===== config.mk =====
export PLATFORM = sky130hd
export DESIGN_NAME = duty_ramp_motor_frame_builder_flat
export DESIGN_NICKNAME = d
export VERILOG_FILES = /design/src/rtl/dramp_pkg.sv /design/src/rtl/dramp_if.sv /design/src/rtl/duty_ramp_motor_frame_builder.sv /design/src/rtl/dramp_ramp.sv /design/src/rtl/dramp_scale.sv /design/src/rtl/dramp_frame.sv /design/src/flat_wrapper.sv
export SDC_FILE = /design/constraint.sdc
export NUM_CORES = 1
export LEC_CHECK = 0
export BUFFER_PORTS_ARGS = -buffer_cell sky130_fd_sc_hd__buf_2
export CAP_MARGIN = 10
export CORE_ASPECT_RATIO = 0.9
export CORE_MARGIN = 3
export CORE_UTILIZATION = 42
export CTS_BUF_LIST = sky130_fd_sc_hd__clkbuf_16
export DETAILED_ROUTE_END_ITERATION = 8
export MAX_ROUTING_LAYER = met4
export PLACE_DENSITY = 0.61
export SYNTH_ARGS = -nofsm -noshare
export SYNTH_HDL_FRONTEND = slang
export SYNTH_HIERARCHICAL = 1
export SYNTH_SLANG_ARGS = --single-unit

===== constraint.sdc =====
create_clock -name clock -period 14.2 [get_ports clock]
set_input_delay 0.71 -clock clock [delete_from_list [all_inputs] [get_ports clock]]
set_output_delay 0.71 -clock clock [all_outputs]
set_load 0.005 [all_outputs]

===== src/rtl/dramp_pkg.sv =====
`default_nettype none

package dramp_pkg;

   // Frame geometry
   localparam int FRAME_LEN = 12;
   localparam int CNT_W     = $clog2(FRAME_LEN + 1);

   // Configuration register indexes
   localparam int CSR_IDX_W = 1;
   typedef enum logic [CSR_IDX_W-1:0] {
      CSR_RAMP_STEP    = 1'b0,
      CSR_OUTPUT_SCALE = 1'b1
   } csr_idx_type;

   // Input item kinds
   typedef enum logic {
      ACT_LOAD = 1'b0,
      ACT_TICK = 1'b1
   } act_type;

   // Register reset values
   localparam logic [14:0] RAMP_STEP_RST    = 15'd128;
   localparam logic [15:0] OUTPUT_SCALE_RST = 16'd26214;

   // Float exponent bias minus the eight fraction bits of Q8.8
   localparam logic [7:0] EXP_OFFSET = 8'd119;

   // Frame characters
   localparam logic [7:0] CH_HASH = 8'h23;
   localparam logic [7:0] CH_P    = 8'h50;
   localparam logic [7:0] CH_C    = 8'h43;
   localparam logic [7:0] CH_O    = 8'h4F;
   localparam logic [7:0] CH_L    = 8'h4C;
   localparam logic [7:0] CH_R    = 8'h52;
   localparam logic [7:0] CH_STAR = 8'h2A;

   // Sum of the fixed header bytes, mod 256
   localparam logic [7:0] HDR_SUM = 8'(CH_HASH + CH_P + CH_C + CH_O + CH_L);

   // Encoded duty handed to the frame serializer
   typedef struct packed {
      logic        neg;
      logic [31:0] bits;
   } flt_type;

endpackage

`default_nettype wire


===== src/rtl/dramp_if.sv =====
`default_nettype none

// Command channel: setpoint loads and ticks
interface dramp_req_if;
   logic               valid;
   logic               ready;
   logic               action;
   logic signed [15:0] setpoint;

   modport source (output valid, action, setpoint, input ready);
   modport sink   (input valid, action, setpoint, output ready);
endinterface

// Frame byte channel
interface dramp_rsp_if;
   logic       valid;
   logic       ready;
   logic [7:0] frame_byte;
   logic       last;

   modport source (output valid, frame_byte, last, input ready);
   modport sink   (input valid, frame_byte, last, output ready);
endinterface

// Register write channel
interface dramp_csr_if;
   logic                             valid;
   logic                             ready;
   logic [dramp_pkg::CSR_IDX_W-1:0]  index;
   logic [15:0]                      data;

   modport source (output valid, index, data, input ready);
   modport sink   (input valid, index, data, output ready);
endinterface

`default_nettype wire


===== src/rtl/duty_ramp_motor_frame_builder.sv =====
`default_nettype none

// Channel   Dir  Payload                       Transfer
// req_ch    in   action, setpoint (Q8.8)       valid && ready
// rsp_ch    out  frame_byte, last              valid && ready
// csr_ch    in   index, data                   valid && ready (always ready)
//
// A tick gives 12 frame bytes, one per cycle while rsp_ch is ready; the frame serializer
// takes the next frame as the last byte of the current one is sent.
// First byte of a frame passes the ramp, multiply, float encode and frame load
// registers after its tick is taken. Up to three more ticks queue in those registers.
// Synchronous reset clears duty state and all stage valids, and sets the registers to their reset values.
// A stalled rsp_ch holds its byte; stalls back up stage by stage to req_ch.

module duty_ramp_motor_frame_builder #(
   parameter int DUTY_WIDTH = 16
) (
   input  wire logic  clock,
   input  wire logic  reset,
   dramp_req_if.sink  req_ch,
   dramp_rsp_if.source rsp_ch,
   dramp_csr_if.sink  csr_ch
);
   import dramp_pkg::*;

   logic [14:0]                  ramp_step_ff;
   logic [15:0]                  output_scale_ff;
   logic                         duty_valid;
   logic                         duty_ready;
   logic signed [DUTY_WIDTH-1:0] duty;
   logic                         flt_valid;
   logic                         flt_ready;
   flt_type                      flt;

   // Configuration registers
   assign csr_ch.ready = 1'b1;

   always_ff @(posedge clock) begin
      if (reset) begin
         ramp_step_ff    <= RAMP_STEP_RST;
         output_scale_ff <= OUTPUT_SCALE_RST;
      end else if (csr_ch.valid) begin
         case (csr_ch.index)
            CSR_RAMP_STEP:    ramp_step_ff    <= csr_ch.data[14:0];
            CSR_OUTPUT_SCALE: output_scale_ff <= csr_ch.data;
            default: ;
         endcase
      end
   end

   // Ramp toward target
   dramp_ramp #(.DUTY_WIDTH(DUTY_WIDTH)) u_ramp (
      .clock     (clock),
      .reset     (reset),
      .in_valid  (req_ch.valid),
      .in_ready  (req_ch.ready),
      .action    (req_ch.action),
      .setpoint  (req_ch.setpoint),
      .ramp_step (ramp_step_ff),
      .out_valid (duty_valid),
      .out_ready (duty_ready),
      .out_duty  (duty)
   );

   // Scale and float encode
   dramp_scale #(.DUTY_WIDTH(DUTY_WIDTH)) u_scale (
      .clock        (clock),
      .reset        (reset),
      .in_valid     (duty_valid),
      .in_ready     (duty_ready),
      .in_duty      (duty),
      .output_scale (output_scale_ff),
      .out_valid    (flt_valid),
      .out_ready    (flt_ready),
      .out_flt      (flt)
   );

   // Frame build and byte serializer
   dramp_frame u_frame (
      .clock     (clock),
      .reset     (reset),
      .in_valid  (flt_valid),
      .in_ready  (flt_ready),
      .in_flt    (flt),
      .out_valid (rsp_ch.valid),
      .out_ready (rsp_ch.ready),
      .out_byte  (rsp_ch.frame_byte),
      .out_last  (rsp_ch.last)
   );

endmodule

`default_nettype wire


===== src/rtl/dramp_ramp.sv =====
`default_nettype none

module dramp_ramp #(
   parameter int DUTY_WIDTH = 16
) (
   input  wire logic                         clock,
   input  wire logic                         reset,
   input  wire logic                         in_valid,
   output logic                              in_ready,
   input  wire logic                         action,
   input  wire logic signed [15:0]           setpoint,
   input  wire logic [14:0]                  ramp_step,
   output logic                              out_valid,
   input  wire logic                         out_ready,
   output logic signed [DUTY_WIDTH-1:0]      out_duty
);
   import dramp_pkg::*;

   localparam int DW = DUTY_WIDTH;
   localparam int EW = (DW > 16) ? DW : 16;
   localparam int RW = EW + 2;
   localparam logic signed [EW-1:0] DMAX = {{(EW-DW+1){1'b0}}, {(DW-1){1'b1}}};
   localparam logic signed [EW-1:0] DMIN = ~DMAX;

   logic signed [DW-1:0] cur_ff, cur_in;
   logic signed [DW-1:0] tgt_ff, tgt_in;
   logic                 s1_valid_ff;
   logic signed [EW-1:0] sp_ext;
   logic signed [RW-1:0] cur_w, tgt_w, step_w, up_w, down_w;
   logic                 accept;

   assign accept    = in_valid && in_ready;
   assign in_ready  = !s1_valid_ff || out_ready;
   assign out_valid = s1_valid_ff;
   assign out_duty  = cur_ff;

   // Setpoint into duty range
   always_comb begin
      sp_ext = EW'(setpoint);
      if (sp_ext > DMAX) begin
         tgt_in = DW'(DMAX);
      end else if (sp_ext < DMIN) begin
         tgt_in = DW'(DMIN);
      end else begin
         tgt_in = DW'(sp_ext);
      end
   end

   // One ramp step toward the target, clamped at it
   always_comb begin
      cur_w  = RW'(cur_ff);
      tgt_w  = RW'(tgt_ff);
      step_w = $signed({{(RW-15){1'b0}}, ramp_step});
      up_w   = cur_w + step_w;
      down_w = cur_w - step_w;
      if (cur_w < tgt_w) begin
         cur_in = (up_w >= tgt_w) ? tgt_ff : DW'(up_w);
      end else if (cur_w > tgt_w) begin
         cur_in = (down_w <= tgt_w) ? tgt_ff : DW'(down_w);
      end else begin
         cur_in = cur_ff;
      end
   end

   // Duty state; cur_ff doubles as the stage payload
   always_ff @(posedge clock) begin
      if (reset) begin
         cur_ff      <= '0;
         tgt_ff      <= '0;
         s1_valid_ff <= 1'b0;
      end else begin
         if (accept && action == ACT_TICK) begin
            cur_ff      <= cur_in;
            s1_valid_ff <= 1'b1;
         end else if (out_ready) begin
            s1_valid_ff <= 1'b0;
         end
         if (accept && action == ACT_LOAD) begin
            tgt_ff <= tgt_in;
         end
      end
   end

endmodule

`default_nettype wire


===== src/rtl/dramp_scale.sv =====
`default_nettype none

module dramp_scale #(
   parameter int DUTY_WIDTH = 16
) (
   input  wire logic                         clock,
   input  wire logic                         reset,
   input  wire logic                         in_valid,
   output logic                              in_ready,
   input  wire logic signed [DUTY_WIDTH-1:0] in_duty,
   input  wire logic [15:0]                  output_scale,
   output logic                              out_valid,
   input  wire logic                         out_ready,
   output dramp_pkg::flt_type                out_flt
);
   import dramp_pkg::*;

   localparam int DW = DUTY_WIDTH;
   localparam int SW = DW - 1;
   localparam int PW = $clog2(SW);

   logic [DW-1:0]    mag;
   logic [DW+15:0]   prod;
   logic [SW-1:0]    scaled_ff;
   logic             neg2_ff;
   logic             s2_valid_ff;
   logic             s2_ready;
   logic [PW-1:0]    msb_pos;
   logic [23:0]      shifted;
   flt_type          flt_in, flt_ff;
   logic             s3_valid_ff;
   logic             s3_ready;

   assign s3_ready  = !s3_valid_ff || out_ready;
   assign s2_ready  = !s2_valid_ff || s3_ready;
   assign in_ready  = s2_ready;
   assign out_valid = s3_valid_ff;
   assign out_flt   = flt_ff;

   // Magnitude times Q0.16 factor
   always_comb begin
      mag  = in_duty[DW-1] ? DW'(~in_duty + DW'(1)) : DW'(in_duty);
      prod = (DW+16)'(mag) * (DW+16)'(output_scale);
   end

   // Leading one, exponent and mantissa
   always_comb begin
      msb_pos = '0;
      for (int i = 0; i < SW; i++) begin
         if (scaled_ff[i]) begin
            msb_pos = PW'(i);
         end
      end
      shifted     = 24'(scaled_ff) << (5'd23 - 5'(msb_pos));
      flt_in.neg  = neg2_ff;
      if (scaled_ff == '0) begin
         flt_in.bits = '0;
      end else begin
         flt_in.bits = {1'b0, 8'(EXP_OFFSET + 8'(msb_pos)), shifted[22:0]};
      end
   end

   // Stage valids
   always_ff @(posedge clock) begin
      if (reset) begin
         s2_valid_ff <= 1'b0;
         s3_valid_ff <= 1'b0;
      end else begin
         if (s2_ready) begin
            s2_valid_ff <= in_valid;
         end
         if (s3_ready) begin
            s3_valid_ff <= s2_valid_ff;
         end
      end
   end

   // Stage payloads
   always_ff @(posedge clock) begin
      if (in_valid && s2_ready) begin
         scaled_ff <= prod[DW+14:16];
         neg2_ff   <= in_duty[DW-1];
      end
      if (s2_valid_ff && s3_ready) begin
         flt_ff <= flt_in;
      end
   end

endmodule

`default_nettype wire


===== src/rtl/dramp_frame.sv =====
`default_nettype none

module dramp_frame (
   input  wire logic               clock,
   input  wire logic               reset,
   input  wire logic               in_valid,
   output logic                    in_ready,
   input  wire dramp_pkg::flt_type in_flt,
   output logic                    out_valid,
   input  wire logic               out_ready,
   output logic [7:0]              out_byte,
   output logic                    out_last
);
   import dramp_pkg::*;

   logic [7:0]       frame_ff [FRAME_LEN];
   logic [CNT_W-1:0] cnt_ff;
   logic [7:0]       dir;
   logic [7:0]       csum;
   logic             xfer;
   logic             load;

   assign out_valid = cnt_ff != '0;
   assign out_last  = cnt_ff == CNT_W'(1);
   assign out_byte  = frame_ff[0];
   assign xfer      = out_valid && out_ready;
   assign in_ready  = !out_valid || (xfer && out_last);
   assign load      = in_valid && in_ready;

   // Direction byte and checksum over bytes 0..9
   always_comb begin
      dir  = in_flt.neg ? CH_L : CH_R;
      csum = 8'(8'd0 - 8'(HDR_SUM + dir + in_flt.bits[31:24] + in_flt.bits[23:16]
                          + in_flt.bits[15:8] + in_flt.bits[7:0]));
   end

   // Bytes left in the current frame
   always_ff @(posedge clock) begin
      if (reset) begin
         cnt_ff <= '0;
      end else if (load) begin
         cnt_ff <= CNT_W'(FRAME_LEN);
      end else if (xfer) begin
         cnt_ff <= cnt_ff - CNT_W'(1);
      end
   end

   // Frame shift register, head byte drives the output
   always_ff @(posedge clock) begin
      if (load) begin
         frame_ff[0]  <= CH_HASH;
         frame_ff[1]  <= CH_P;
         frame_ff[2]  <= CH_C;
         frame_ff[3]  <= CH_O;
         frame_ff[4]  <= CH_L;
         frame_ff[5]  <= dir;
         frame_ff[6]  <= in_flt.bits[31:24];
         frame_ff[7]  <= in_flt.bits[23:16];
         frame_ff[8]  <= in_flt.bits[15:8];
         frame_ff[9]  <= in_flt.bits[7:0];
         frame_ff[10] <= csum;
         frame_ff[11] <= CH_STAR;
      end else if (xfer) begin
         for (int i = 0; i < FRAME_LEN - 1; i++) begin
            frame_ff[i] <= frame_ff[i+1];
         end
      end
   end

endmodule

`default_nettype wire


===== src/flat_wrapper.sv =====
// flat-port wrapper written by rule: the top's interface ports become plain ports
module duty_ramp_motor_frame_builder_flat import dramp_pkg::*;
#(
   parameter int DUTY_WIDTH = 16
)
  (clock, reset, req_ch_valid, req_ch_action, req_ch_setpoint, req_ch_ready, rsp_ch_valid, rsp_ch_frame_byte, rsp_ch_last, rsp_ch_ready, csr_ch_valid, csr_ch_index, csr_ch_data, csr_ch_ready);
  dramp_req_if req_ch_i ();
  dramp_rsp_if rsp_ch_i ();
  dramp_csr_if csr_ch_i ();
  input  wire logic clock;
  input  wire logic reset;
  input wire logic [$bits(req_ch_i.valid)-1:0] req_ch_valid;
  input wire logic [$bits(req_ch_i.action)-1:0] req_ch_action;
  input wire logic [$bits(req_ch_i.setpoint)-1:0] req_ch_setpoint;
  output wire logic [$bits(req_ch_i.ready)-1:0] req_ch_ready;
  output wire logic [$bits(rsp_ch_i.valid)-1:0] rsp_ch_valid;
  output wire logic [$bits(rsp_ch_i.frame_byte)-1:0] rsp_ch_frame_byte;
  output wire logic [$bits(rsp_ch_i.last)-1:0] rsp_ch_last;
  input wire logic [$bits(rsp_ch_i.ready)-1:0] rsp_ch_ready;
  input wire logic [$bits(csr_ch_i.valid)-1:0] csr_ch_valid;
  input wire logic [$bits(csr_ch_i.index)-1:0] csr_ch_index;
  input wire logic [$bits(csr_ch_i.data)-1:0] csr_ch_data;
  output wire logic [$bits(csr_ch_i.ready)-1:0] csr_ch_ready;
  assign req_ch_i.valid = req_ch_valid;
  assign req_ch_i.action = req_ch_action;
  assign req_ch_i.setpoint = req_ch_setpoint;
  assign req_ch_ready = req_ch_i.ready;
  assign rsp_ch_valid = rsp_ch_i.valid;
  assign rsp_ch_frame_byte = rsp_ch_i.frame_byte;
  assign rsp_ch_last = rsp_ch_i.last;
  assign rsp_ch_i.ready = rsp_ch_ready;
  assign csr_ch_i.valid = csr_ch_valid;
  assign csr_ch_i.index = csr_ch_index;
  assign csr_ch_i.data = csr_ch_data;
  assign csr_ch_ready = csr_ch_i.ready;
  duty_ramp_motor_frame_builder #(.DUTY_WIDTH(DUTY_WIDTH)) u_core (.clock(clock), .reset(reset), .req_ch(req_ch_i), .rsp_ch(rsp_ch_i), .csr_ch(csr_ch_i));
endmodule

---- Yosys cells after proc, flatten, opt, wreduce, memory -nomap -nowiden ----
Memory sizes are Yosys's and may differ from the RTL's.
Cells that the tools add are included.
word-level totals
  register bits after elaboration ......... 119
  memory bits (writable) .................. 96
  output and inout bits ................... 12
  word-level logic and storage cells ...... 117
  memories kept ........................... 1
memories
  memory                   words  width  read ports  clocked after memory_dff  wr ports  RTL line           text
  u_core.u_frame.frame_ff  12     8      12          0                         12        dramp_frame.sv:16  logic [7:0] frame_ff [FRAME_LEN];
cells by class
  $add $sub $neg .......................... 12
  multipliers ............................. 1
  order comparisons ....................... 6
  equality and inequality tests ........... 1
  shift-type cells ........................ 1
  multiplexer cells ....................... 42
  bitwise gates (word level) .............. 14
  reduce and logical (&&, ||, !) cells .... 25
operators by type and width
  cell                                             count
  2-to-1 mux 16 bit                                7
  2-to-1 mux 8 bit                                 11
  2-to-1 mux 4 bit                                 15
  adder 8 bit                                      4
  multiplier 16 x 16 -> 31 bit                     1
  << shifter 15 x 5 -> 23 bit                      1
  adder 16 x 16 -> 17 bit                          1
  greater-or-equal comparator 17 x 16 -> 1 bit     1
  less-or-equal comparator 17 x 16 -> 1 bit        1
  subtractor 16 x 16 -> 17 bit                     1
  adder 16 x 2 -> 16 bit, second input constant    1
  > comparator 16 bit                              1
  > comparator 16 bit, second input constant       1
  < comparator 16 bit                              1
  < comparator 16 bit, second input constant       1
  NOT 16 bit                                       1
  zero test 15 bit                                 1
  bitwise OR 1 bit                                 11
  adder 7 x 4 -> 8 bit, first input constant       1
  adder 7 x 7 -> 8 bit, first input constant       1
  logical AND 1 bit                                8
  2-to-1 mux 1 bit                                 8
  subtractor 1 x 8 -> 8 bit, first input constant  1
  AND reduction 2 bit                              3
  other kinds (10)                                 19

---- Depth between registers and ports, before layout ----
  depth in word-level cells ............... 16
  depth in mapped cells ................... 29
  gate-level depth less buffers ........... 27

---- By module ----
Netlist, hierarchy kept.
by module, submodules not included
  module                         instances  cells an instance  area an instance (um^2)  sequential area each (um^2)
  dramp_scale                    1          1171               10751.6                  1451.4
  dramp_frame                    1          384                4585.6                   2722.6
  dramp_ramp                     1          547                4166.5                   660.6
  duty_ramp_motor_frame_builder  1          128                1320.0                   620.6

---- Worst setup path after synthesis ----
No wires, ideal clock.
  path kind ............................... reg2reg
  from .................................... register u_core.u_ramp.cur_ff[0], in the netlist u_core/u_ramp/out_duty[0]
  to ...................................... register u_core.u_scale.scaled_ff[6] (data pin)
  setup time .............................. 0.195 ns
  arrival ................................. 7.424 ns
  required time ........................... 14.005 ns
  slack ................................... 6.581 ns
  stages on the path, launching flop included .. 29
  buffers on the path ..................... 2
  clock period less this slack ............ 7.619 ns
  path through ............................ dfxtp_1 -> clkbuf_1 -> inv_1 -> ha_1 -> or3b_1 -> or3_1 -> nand2b_1 -> or3_1 -> nand2_1 -> xnor2_1 -> clkbuf_1 -> nand2_1 -> fa_1 -> fa_1 -> fa_1 -> inv_1 -> fa_1 -> fa_1 -> inv_1 -> fa_1 -> inv_1 -> ha_1 -> o211ai_1 -> nor2_1 -> a221oi_1 -> o211a_1 -> a211oi_1 -> or4b_1 -> o311ai_0
on the way
  word-level cells in the longest chain between the ends .. 4
ends and longest elaborated chain
  what                               RTL line           text
  start, declared                    dramp_ramp.sv:25   logic signed [DW-1:0] cur_ff, cur_in;
  start signal, assigned             dramp_ramp.sv:73   cur_ff <= cur_in;
  NOT 16 bit                         dramp_scale.sv:42  mag = in_duty[DW-1] ? DW'(~in_duty + DW'(1)) : DW'(in_duty);
  adder 16 x 2 -> 16 bit             dramp_scale.sv:42
  2-to-1 mux 16 bit *                dramp_scale.sv:42
  multiplier 16 x 16 -> 31 bit *     dramp_scale.sv:43  prod = (DW+16)'(mag) * (DW+16)'(output_scale);
  named net u_core.u_scale.prod[22]  dramp_scale.sv:23  logic [DW+15:0] prod;
  end signal, assigned               dramp_scale.sv:81  scaled_ff <= prod[DW+14:16];
  end, declared                      dramp_scale.sv:24  logic [SW-1:0] scaled_ff;
Mark *: on every way through the listed nets, which the timed path passes. The rest lies on a longest branch.
A chain may end at the register's enable or synchronous reset.

---- Worst setup path after layout ----
Same ends and word-level chain as after synthesis.

==> summary.txt <==
Outcome
  – Status: complete, no violations

Synthesis
  – Cells after synthesis: roughly 2200
  – Yosys warnings: 6
  – Synth unique cells: 98
  – Mapped Area: around 21000 µm²
  – EDFF count, synth: about 140
  – Top_reg_cell synth: edfxtp_1
  – Yosys reg bits: 205
  – Average instance area after synthesis: 9.34 µm²
  – Post-synthesis sequential area ratio: about a quarter
  – Asr flop ratio synth: 0%

Floorplan
  – Die height: 217 µm
  – Die area: 52300 µm²
  – Row Count: 76
  – Io pins: about 50
  – Die Width: 241 µm
  – Starting Density: a little over two fifths
  – Core Box Area: between 40000 and 50000 µm²

Power
  – Psw: 2.44 mW
  – Leak: between 9 and 10 nW
  – Max rail drop VDD: 202 µV
  – Sw Share: 47.2%
  – Clock share of power: 11.2%
  – Comb pwr share: 68.9%
  – Pwr dens: roughly 230 nW/µm²
  – Reg power frac: around a fifth
  – Pint: around 2.7 mW

Worst setup path
  – CP bufs+invs: 4
  – Slowest CP cell: fa_1
  – Worst Setup End Kind: flop
  – Critical path's most frequent cell: fa_1
  – Worst setup SP type: flop
  – Critical path depth in cells: 24
  – Crit path max fanout: 19
  – Critical Path RT: ~15000 ps
  – Crit-path cells: or2_1, or4_4, or2_2, o41ai_1, xnor2_1, buf_4, nand2_1, fa_1, fa_1, fa_1, fa_1, inv_1, fa_1, inv_1, fa_1, inv_1, ha_1, nor3_1, nor2_1, a221oi_1, o211a_1, a211oi_1, or4b_1, o311ai_0
  – Reg2Reg Depth: 24
  – CP arrival: between 8000 and 9000 ps
  – Crit Path Category: reg2reg
  – Critical Path Max Stage Delay: between 500 and 600 ps
  – Cell family with most CP delay: adder cells

CTS
  – CTS sink count: between 200 and 250
  – Clock latency on the worst-skew pair: around 540 ps
  – # H-tree levels: 1
  – Post-CTS sizing: 0
  – Worst-path clk slew: about 60 ps
  – # hold bufs at CTS: 0
  – CTS Buffer Depth: 3
  – Postcts setup bufs: 0
  – CTS buffer count: 24
  – CTS tree: yes
  – Root Buffer: clkbuf_16

Final layout
  – Nets@finish: ~2700
  – Antenna diode count: 0
  – Most common cell after layout, fill and taps aside: inv_1
  – Final cell count without fillers: around 2900
  – Final Cell Area: around 22000 µm²
  – Layout cells sized above 1: 6.57%
  – Commonest cells after routing, fill and taps aside: inv_1, nand2_1, fa_1
  – Syn-to-layout area delta: 7.22%

Drt
  – Final wirelength: slightly below 50000 µm
  – Final ANT Viol Nets: 0
  – Via/cell ratio: between 5 and 6
  – First DRT Iteration DRCs: around 1100
  – Routed len/inst: between 15 and 20 µm
  – Via count: 15012
  – Total iterations of the first detailed-routing run: 5
  – DRC viols: 0

Timing
  – WHS: between 400 and 500 ps
  – Final hold viol count: 0
  – Tmin final: 8050 ps
  – Slew Limit Headroom: between 20% and 30%
  – TNS Setup: 0 ps
  – Final Skew: around 23 ps
  – Unrepaired setup endpoints after global routing: false
  – Slew @ Worst Pin: 1130 ps
  – Achievable frequency: between 0.1 and 0.15 GHz
  – Final cycle utilization of the critical path: ~57%
  – Endpoints failing setup: 0
  – Fin. max-slew vios: 0

GRT
  – Initial antenna violation count: 0
  – Total grt overflow: 0
  – Vias in the first global route: 15252
  – GRT Overall Usage: about a fifth
  – First-pass GRT wire length: between 80000 and 90000 µm
  – Largest net degree at the start of global routing: just over 100

Min path
  – Hold Path Depth: 3
  – HP Class: in2reg

Placed design
  – DP Cell Count: 2834
  – Post-DP Area: about 22000 µm²
  – DP Wirelength: about 38000 µm
  – Routability congestion estimate: between 0.9 and 1
  – PortBufs: just under 50

Run
  – MaxCap Viol Count: 0
-- sequential cells by signal (all words and copies together), names as in the netlist --
register / flops
u_core/u_scale/scaled_ff: 15
u_core/u_ramp/tgt_ff: 16
u_core/u_frame/frame_ff: 88
u_core/u_scale/out_valid: 1
u_core/u_scale/neg2_ff: 1
u_core/u_ramp/out_valid: 1
u_core/ramp_step_ff: 15
u_core/u_scale/out_flt: 31
u_core/u_frame/cnt_ff: 4
u_core/u_ramp/out_duty: 16
u_core/u_scale/s2_valid_ff: 1
u_core/output_scale_ff: 16
-- per-stage QoR --
step	power (mW)	util [%]	worst slack, ps
final	5.16	46.1	6150
after global routing	5.78	46.1	5730
after CTS	5.19	46.1	6110
after detailed placement	4.57	44.6	6190
after global placement	4.47	44.6	6420
after floorplan	3.73	-	6580
-- power groups by stage --
| stage | Combinational [mW] | Sequential [mW] | Clock [mW] |
|---|---|---|---|
| after floorplan | 2.74 | 0.987 | 0 |
| after global placement | 3.44 | 1.03 | 0 |
| after detailed placement | 3.53 | 1.04 | 0 |
| after CTS | 3.56 | 1.03 | 0.598 |
| after global routing | 4.12 | 1.04 | 0.624 |
| final | 3.56 | 1.03 | 0.577 |
-- area by class of cell --
| type | count | area, µm² |
|---|---|---|
| Inverter | 356 | 1340 |
| Timing Repair Buffer | 70 | 403 |
| Multi-Input combinational cell | 1579 | 13600 |
| Fill cell | 4609 | 26100 |
| Tap cell | 624 | 781 |
| Clock inverter | 18 | 136 |
| Clock buffer | 24 | 601 |
| Sequential cell | 205 | 5460 |
-- tightest hold or removal path, delay by kind of cell --
kind,cells,cell delay (ps)
AOI/OAI and AO/OA,1,50
buffers and inverters,1,90
and+or+nand+nor,1,50
-- path summary, 6_finish.rpt --
kind	from	endpoint	slack, ps
worst min-delay path	req_ch_setpoint[14]	u_core/u_ramp/tgt_ff[14]$_SDFFE_PP0P_	400
worst min register to register	u_core/u_scale/neg2_ff$_DFFE_PP_	u_core/u_scale/out_flt[32]$_DFFE_PP_	430
worst max-delay path	u_core/u_ramp/out_duty[0]$_SDFFE_PP0P_	u_core/u_scale/scaled_ff[6]$_DFFE_PP_	6150
worst max register to register	u_core/u_ramp/out_duty[0]$_SDFFE_PP0P_	u_core/u_scale/scaled_ff[6]$_DFFE_PP_	6150
-- cell usage after synthesis, types with 12 or more instances --
cell,count,share of area (%)
a21oi_1,84,2.0
a211o_1,12,0.50
and3_1,13,0.39
clkbuf_1,58,1.0
a21o_1,19,0.68
nand3_1,24,0.58
inv_1,353,6.4
nand2_1,303,5.5
nand2b_1,63,1.9
and2_1,139,4.2
xnor2_1,51,2.1
ha_1,198,12
a211oi_1,15,0.54
o211ai_1,13,0.47
nor3_1,24,0.58
buf_2,21,0.50
fa_1,211,20
nor2b_1,25,0.75
xor2_1,12,0.50
mux2i_1,22,1.1
buf_4,15,0.54
dfxtp_1,70,6.7
nand4_1,13,0.39
edfxtp_1,135,19
nor2_1,80,1.4
o21ai_0,55,1.3
-- logic make-up (layout without fill, tap and decap cells) --
logic type / after synthesis / after routing / share of synthesized area [%]
mux: 26 / 26 / 1.38
compound gates: 317 / 317 / 10.3
other cells: 2 / 11 / 0.0361
buf+inv: 455 / 468 / 8.74
fa+ha+maj: 409 / 409 / 32.2
flops: 205 / 205 / 26.2
xor+xnor: 65 / 65 / 2.81
simple gates: 751 / 751 / 18.3
-- routing by layer --
metal	GRT usage, %	vias up	part of all wire (%)
li1	-	7301	-
met1	28.3	7338	49
met2	29.1	317	44
met3	3.45	56	5.4
met4	3.04	0	1.5
met5	-	-	0
(Power assumes the default switching activity.)
